### config.mk
export PLATFORM = sky130hd
export DESIGN_NAME = sorted_array_priority_queue
export DESIGN_NICKNAME = d
export VERILOG_FILES = /design/src/hw/rtl/saq_pkg.sv /design/src/hw/rtl/saq_cell.sv /design/src/hw/rtl/sorted_array_priority_queue.sv
export VERILOG_INCLUDE_DIRS = /design/src /design/src/hw/rtl
export SDC_FILE = /design/constraint.sdc
export NUM_CORES = 2
export LEC_CHECK = 0
export BUFFER_PORTS_ARGS = -buffer_cell sky130_fd_sc_hd__buf_4
export CAP_MARGIN = 20
export CORE_MARGIN = 10
export CORE_UTILIZATION = 37
export DETAILED_ROUTE_END_ITERATION = 10
export PLACE_DENSITY_LB_ADDON = 0.25
export SETUP_SLACK_MARGIN = 0.2
export SKIP_LAST_GASP = 1
export SYNTH_ARGS = -nofsm -noshare
export SYNTH_HDL_FRONTEND = slang
export SYNTH_SLANG_ARGS = --single-unit
### constraint.sdc
create_clock -name clk_i -period 8.25 [get_ports clk_i]
set_input_delay 1.2375 -clock clk_i [delete_from_list [all_inputs] [get_ports clk_i]]
set_output_delay 1.2375 -clock clk_i [all_outputs]
set_load 0.01 [all_outputs]
### src/hw/rtl/sorted_array_priority_queue_assert.svh
// ----------------------------------------------------------------------------
// Assertion macros for sorted_array_priority_queue
// Clocked, reset-qualified concurrent assertion wrappers.
// ----------------------------------------------------------------------------
`ifndef SORTED_ARRAY_PRIORITY_QUEUE_ASSERT_SVH
`define SORTED_ARRAY_PRIORITY_QUEUE_ASSERT_SVH

`ifndef SYNTHESIS
// Condition holds at every clock edge outside reset.
`define SAQ_ASSERT(lbl, cond, msg) \
  lbl: assert property (@(posedge clk_i) disable iff (!rst_ni) (cond)) else $error(msg);
// Antecedent at one edge implies consequent at the next edge.
`define SAQ_ASSERT_NEXT(lbl, ante, cons, msg) \
  lbl: assert property (@(posedge clk_i) disable iff (!rst_ni) (ante) |=> (cons)) \
    else $error(msg);
`else
`define SAQ_ASSERT(lbl, cond, msg)
`define SAQ_ASSERT_NEXT(lbl, ante, cons, msg)
`endif

`endif

### src/hw/rtl/saq_pkg.sv
// ----------------------------------------------------------------------------
// saq_pkg
// Shared widths, codes and cell link types of the sorted priority queue.
// ----------------------------------------------------------------------------
package saq_pkg;

  localparam int unsigned DataW        = 32;
  localparam int unsigned CountW       = 5;
  localparam int unsigned CmdW         = 2;
  localparam int unsigned StatusW      = 2;
  localparam int unsigned DefaultDepth = 16;

  typedef enum logic [CmdW-1:0] {
    CMD_INSERT = 2'd0,
    CMD_DELETE = 2'd1,
    CMD_CLEAR  = 2'd2
  } cmd_e;

  typedef enum logic [StatusW-1:0] {
    ST_OK        = 2'd0,
    ST_OVERFLOW  = 2'd1,
    ST_UNDERFLOW = 2'd2,
    ST_NOTFOUND  = 2'd3
  } status_e;

  // Broadcast to every cell for one operation; the item value goes on its own
  // wire so the match logic does not loop back through these strobes.
  typedef struct packed {
    logic ins;
    logic del;
    logic clr;
  } ctrl_t;

  // What a cell shows its neighbors.
  typedef struct packed {
    logic                    p;      // new value belongs here or below
    logic                    ge;     // entry >= value (delete shift point)
    logic                    valid;
    logic signed [DataW-1:0] entry;
  } link_t;

endpackage

### src/hw/rtl/saq_cell.sv
// ----------------------------------------------------------------------------
// saq_cell
// One slot of the sorted chain: holds an entry, shifts up or down on demand.
// ----------------------------------------------------------------------------
module saq_cell (
  input  logic                             clk_i,
  input  logic                             rst_ni,
  input  saq_pkg::ctrl_t                   ctrl_i,
  input  logic signed [saq_pkg::DataW-1:0] value_i,
  input  saq_pkg::link_t                   lo_i,    // neighbor one place down
  input  saq_pkg::link_t                   hi_i,    // neighbor one place up
  output saq_pkg::link_t                   link_o,
  output logic                             hit_o
);

  logic signed [saq_pkg::DataW-1:0] entry_q, entry_d;
  logic                             valid_q, valid_d;
  logic                             less, p, ge;

  assign less = valid_q && (value_i < entry_q);
  assign p    = less || !valid_q;
  assign ge   = valid_q && !(entry_q < value_i);

  // first entry >= value, and equal to it
  assign hit_o = ge && !lo_i.ge && (entry_q == value_i);

  assign link_o = '{p: p, ge: ge, valid: valid_q, entry: entry_q};

  always_comb begin
    entry_d = entry_q;
    valid_d = valid_q;
    if (ctrl_i.clr) begin
      valid_d = 1'b0;
    end else if (ctrl_i.ins) begin
      if (lo_i.p) begin
        entry_d = lo_i.entry;
      end else if (p) begin
        entry_d = value_i;
      end
      valid_d = valid_q || lo_i.valid;
    end else if (ctrl_i.del && ge) begin
      entry_d = hi_i.entry;
      valid_d = hi_i.valid;
    end
  end

  always_ff @(posedge clk_i or negedge rst_ni) begin
    if (!rst_ni) begin
      valid_q <= 1'b0;
    end else begin
      valid_q <= valid_d;
    end
  end

  always_ff @(posedge clk_i) begin
    entry_q <= entry_d;
  end

endmodule

### src/hw/rtl/sorted_array_priority_queue.sv
// ----------------------------------------------------------------------------
// sorted_array_priority_queue
// Result: registered, and valid in the cycle after its item is accepted.
// Throughput: one item per cycle while results are taken; all cells update
// from neighbors in the same cycle; the result register frees as it is taken.
// Reset: asynchronous, active low; queue empty, no result pending. Entry
// storage is not cleared, only the per-cell valid bits.
// ----------------------------------------------------------------------------
`include "sorted_array_priority_queue_assert.svh"

module sorted_array_priority_queue #(
  parameter int unsigned DEPTH = saq_pkg::DefaultDepth
) (
  input  logic                               clk_i,
  input  logic                               rst_ni,
  input  logic                               in_valid_i,
  output logic                               in_ready_o,
  input  logic [saq_pkg::CmdW-1:0]           command_i,
  input  logic signed [saq_pkg::DataW-1:0]   value_i,
  output logic                               out_valid_o,
  input  logic                               out_ready_i,
  output logic [saq_pkg::StatusW-1:0]        status_o,
  output logic [saq_pkg::CountW-1:0]         count_o,
  output logic signed [saq_pkg::DataW-1:0]   head_value_o
);

  localparam int unsigned CntW = $clog2(DEPTH + 1);

  // Chain of cells, cell 0 holds the smallest entry.
  saq_pkg::ctrl_t            ctrl;
  saq_pkg::link_t            link [DEPTH];
  logic [DEPTH-1:0]          hit_vec;
  logic [DEPTH-1:0]          valid_vec;

  logic                      accept;
  logic                      full, empty, hit;
  logic [CntW-1:0]           count_q, count_d;
  saq_pkg::status_e          status_q, status_d;
  logic                      out_valid_q;

  // The queue state always matches the pending result: a new item is only
  // taken when the result slot is empty or is being drained this cycle.
  assign in_ready_o = !out_valid_q || out_ready_i;
  assign accept     = in_valid_i && in_ready_o;

  assign full  = link[DEPTH-1].valid;
  assign empty = !link[0].valid;
  assign hit   = |hit_vec;

  for (genvar k = 0; k < DEPTH; k++) begin : g_cell
    saq_pkg::link_t lo, hi;

    if (k == 0) begin : g_bottom
      // Below cell 0 sits an always-valid, never-greater slot.
      assign lo = '{p: 1'b0, ge: 1'b0, valid: 1'b1, entry: value_i};
    end else begin : g_lo
      assign lo = link[k-1];
    end

    if (k == DEPTH - 1) begin : g_top
      assign hi = '{p: 1'b1, ge: 1'b0, valid: 1'b0, entry: link[k].entry};
    end else begin : g_hi
      assign hi = link[k+1];
    end

    saq_cell u_cell (
      .clk_i   (clk_i),
      .rst_ni  (rst_ni),
      .ctrl_i  (ctrl),
      .value_i (value_i),
      .lo_i    (lo),
      .hi_i    (hi),
      .link_o  (link[k]),
      .hit_o   (hit_vec[k])
    );

    assign valid_vec[k] = link[k].valid;
  end

  // Command decode: what the cells do and what the item reports.
  always_comb begin
    ctrl       = '{ins: 1'b0, del: 1'b0, clr: 1'b0};
    status_d   = saq_pkg::ST_OK;
    count_d    = count_q;
    if (accept) begin
      unique case (command_i)
        saq_pkg::CMD_INSERT: begin
          if (full) begin
            status_d = saq_pkg::ST_OVERFLOW;
          end else begin
            ctrl.ins = 1'b1;
            count_d  = count_q + CntW'(1);
          end
        end
        saq_pkg::CMD_DELETE: begin
          if (empty) begin
            status_d = saq_pkg::ST_UNDERFLOW;
          end else if (!hit) begin
            status_d = saq_pkg::ST_NOTFOUND;
          end else begin
            ctrl.del = 1'b1;
            count_d  = count_q - CntW'(1);
          end
        end
        saq_pkg::CMD_CLEAR: begin
          ctrl.clr = 1'b1;
          count_d  = '0;
        end
        default: ;  // unused code: queue unchanged, status ok
      endcase
    end
  end

  always_ff @(posedge clk_i or negedge rst_ni) begin
    if (!rst_ni) begin
      count_q     <= '0;
      out_valid_q <= 1'b0;
      status_q    <= saq_pkg::ST_OK;
    end else begin
      count_q <= count_d;
      if (accept) begin
        out_valid_q <= 1'b1;
        status_q    <= status_d;
      end else if (out_ready_i) begin
        out_valid_q <= 1'b0;
      end
    end
  end

  assign out_valid_o  = out_valid_q;
  assign status_o     = status_q;
  assign count_o      = saq_pkg::CountW'(count_q);
  assign head_value_o = link[0].valid ? link[0].entry : '0;

  // Count tracks the cells that hold an entry.
  `SAQ_ASSERT(a_count_matches_cells, count_q == CntW'($countones(valid_vec)), "count mismatch")
  // Occupied cells form one run starting at cell 0.
  `SAQ_ASSERT(a_cells_packed, (valid_vec & (valid_vec + DEPTH'(1))) == '0, "gap in cell chain")
  // Insert into a full queue reports overflow and leaves the count alone.
  `SAQ_ASSERT_NEXT(a_overflow, accept && command_i == saq_pkg::CMD_INSERT && full, status_o == saq_pkg::ST_OVERFLOW && $stable(count_q), "overflow not flagged")
  // A successful delete always shrinks the queue by one.
  `SAQ_ASSERT_NEXT(a_delete_shrinks, ctrl.del, count_q == $past(count_q) - CntW'(1) && status_o == saq_pkg::ST_OK, "delete count wrong")

endmodule
==> results.py <==
metrics = {
    "outcome": {
        "outcome": "completed",
    },
    "floorplan": {
        "io_pins": 79,
        "initial_core_util_pct": 37.2,
        "row_count": 118,
        "die_h_um": 342,
        "dieArea_um2": 117000,
        "die_w_um": 342,
        "coreArea_um2": 103000,
    },
    "timing": {
        "finalSetupViolCount": 0,
        "rsz0062_at_grt": "no",
        "fmax_mhz": 150,
        "worst-slew-pin-transition_ns": 1.20,
        "slew_headroom_pct": 18.8,
        "drv_slew": 0,
        "setup_tns_ns": 0,
        "min_period_ns": 6.65,
        "period_share_pct": 80.7,
        "whs_ns": 0.491,
        "clock_skew_ns": 0.0305,
        "hold_violations": 0,
        "setup_ws_ns": 1.60,
    },
    "global_route": {
        "grt_max_degree": 246,
        "grt_pass1_vias": 30600,
        "grt_pass1_wl_mm": 188,
        "antenna_found_initial": 1,
        "gr-usage-met3_pct": 2.55,
        "use_met2_pct": 29.7,
        "busiest_layer": "met1",
        "grt_overflow": 0,
        "track_usage_pct": 20.4,
        "use_met1_pct": 31.5,
    },
    "critical_path": {
        "cp_max_fo": 25,
        "required_ns": 8.59,
        "cp.depth": 15,
        "crit_chain": "buf_4 -> inv_1 -> buf_4 -> ha_1 -> a21oi_1 -> o21ai_0 -> a221o_1 -> o31ai_1 -> a211oi_1 -> nor4bb_1 -> a311oi_1 -> nand4_2 -> nand3_2 -> o21ai_4 -> buf_4",
        "arrival_ns": 7.00,
        "cp_num_buf_inv": 4,
        "cp-end-kind": "register",
        "cp-start-kind": "input pin",
        "cp_common_cell": "buf_4",
        "cp_top_family": "compound AO/OA/AOI/OAI gates",
        "critPathSlowestCell": "nor4bb_1",
        "max_stage_delay_ns": 1.04,
        "path_class": "input pin to register",
        "r2r_cells": 11,
    },
    "synthesis": {
        "synth_cell_type_count": 84,
        "synth_flop_cell": "edfxtp_1",
        "synthesis.nets": 4878,
        "yosysTopAreaCellShare_pct": 40.0,
        "synth_area_leader_cell": "edfxtp_1",
        "yosysWarnings": 0,
        "synth.avg_cell_area_um2": 8.90,
        "syn_inst": 4324,
        "synthArstFlopShare_pct": 4.48,
        "ys_seq_area_share_pct": 41.5,
        "synth_area_leaders": "edfxtp_1 (40%), ha_1 (17%), o21ai_0 (7.9%)",
        "synth_edf_count": 512,
        "synth.cell_area_um2": 38500,
        "ys_ff_latch": 536,
    },
    "drt": {
        "drt_iter0_markers": 3571,
        "routed_wl_mm": 124,
        "ant_nets": 0,
        "drt_pass1_iterations": 6,
        "wire_per_inst_um": 21.6,
        "vias": 33000,
        "viasPerCell": 5.76,
        "drc": 0,
    },
    "pwr": {
        "p_int_uw": 5300,
        "power.share.clock_pct": 39.2,
        "p_leak_uw": 0.0180,
        "combPwrFrac_pct": 17.3,
        "power.switching_uw": 2180,
        "powerDensity_nw_per_um2": 174,
        "seq_power_share_pct": 43.4,
        "p_sw_share_pct": 29.2,
        "peakVddDrop_uv": 138,
    },
    "cells_and_area": {
        "nets": 4856,
        "syn_to_final_growth_pct": 11.7,
        "final_layout_size_suffix_gt1_share_pct": 7.21,
        "fin_cells": 5737,
        "fill_cells": 10300,
        "post-route-util_pct": 41.6,
    },
    "run": {
        "drv_cap": 0,
    },
    "placement": {
        "dp_cells": 5617,
        "dpl.hpwl_mm": 92.5,
        "dp_slack_ns": 1.25,
        "port_buffers": 78,
        "place_congestion": 0.960,
    },
    "clocking": {
        "htreeDepth": 2,
        "cts_hold_buf": 0,
        "ctsResizeCount": 0,
        "cts_sinks": 536,
        "root_buffer": "clkbuf_16",
        "cts_tree": "built",
        "cts_made_buffers": 61,
        "post_cts.repair.setup_buffers": 0,
        "clk_pin_slew_worst_paths_ns": 0.06,
        "clock_latency_ns": 0.67,
        "max-clock-path-buffers": 3,
    },
    "hold_path": {
        "hold_class": "input pin to async pin",
    },
}
cell usage after synthesis, drive strengths merged (21+ instances only):
cell / instances
mux2i: 46
a21o: 55
and2: 42
nand4: 98
nand3: 57
nand2: 646
clkbuf: 239
nor2: 461
edfxtp: 512
and4: 21
a221oi: 21
ha: 515
inv: 75
o21ai: 613
nor3: 26
nor4: 26
dfrtp: 24
nor2b: 21
a21oi: 604
routing by layer:
metal | part of all wire [%] | routed length (µm)
met1 | 49 | 60300
met2 | 42 | 52500
met3 | 7.2 | 8870
met4 | 1.8 | 2250
met5 | 0 | 0
placed cells by master (no fill, tap or decap), types with 6 or more instances in the layout:
master     count
nor2_1       461
o2111ai_1      7
clkbuf_8       7
a221o_1        9
buf_4        162
and3_1         8
a211oi_1      17
nand4_1       97
a21o_1        55
o21ai_0      590
nor3_1        26
and4_1        21
clkinv_2      11
nand2_1      643
a21boi_0       6
nor4_1        26
mux2i_1       46
and2_1        39
ha_1         515
o211ai_1      13
bufinv_16      8
dfrtp_1       24
inv_1         75
or2_2          6
clkbuf_1      21
a21oi_1      602
o21a_1        11
a31oi_1        9
nand3_1       56
edfxtp_1     512
clkbuf_16     63
o21ai_4       23
nor2b_1       21
nand2b_1      13
a221oi_1      20
o22ai_1        6
o31a_1        10
flip-flops by register name, summed over array words and instances, names as in the netlist:
signal,count
g_cell.u_cell.entry_q,512
g_cell.u_cell.valid_q,16
count_o,5
status_o,2
out_valid_o,1
power groups by stage:
stage,sequential (µW),clock [µW],combinational (µW)
2_1_floorplan,3260,0,851
3_3_place_gp,3310,0,1250
3_5_place_dp,3300,0,1280
4_1_cts,3250,2990,1280
5_1_grt,3260,3080,1460
6_report,3250,2940,1300
layout make-up:
cell class | count | area [µm²] | area share [%]
antenna | 2 | 5.00 | 0.0117
multi-input combinational | 3458 | 21500 | 50.1
clock buffer | 91 | 1750 | 4.08
clock inverter | 25 | 340 | 0.792
inverter | 76 | 285 | 0.664
tap | 1380 | 1730 | 4.02
timing repair buffer | 169 | 1360 | 3.18
sequential | 536 | 16000 | 37.2
kinds of logic after synthesis:
logic type | count (synthesis) | synth area share (%)
XOR/XNOR | 4 | 0.0911
adder cells (fa/ha/maj) | 516 | 16.8
AND/OR/NAND/NOR | 1454 | 16.5
buffers and inverters | 330 | 3.36
AO/OA/AOI/OAI | 1437 | 20.5
flip-flops | 536 | 41.5
multiplexers | 47 | 1.23
worst paths after layout:
kind / startpoint / to / slack (ns)
hold / removal: rst_ni / count_o[3] / 0.49
max in group asynchronous: rst_ni / g_cell[13].u_cell.valid_q / 7.44
hold reg to reg: g_cell[15].u_cell.entry_q[12] / g_cell[14].u_cell.entry_q[12] / 0.56
setup reg to reg: g_cell[13].u_cell.entry_q[7] / g_cell[6].u_cell.entry_q[5] / 2.59
setup / recovery: value_i[5] / g_cell[6].u_cell.entry_q[5] / 1.60
min in group clk_i: g_cell[15].u_cell.entry_q[12] / g_cell[14].u_cell.entry_q[12] / 0.56
through the flow:
step	power (µW)	cell area [µm²]
2_1_floorplan	4110	38500
3_3_place_gp	4550	40800
3_5_place_dp	4580	40800
4_1_cts	7520	42900
5_1_grt	7800	42900
6_report	7480	43000
Power figures use the tool's default switching activity.
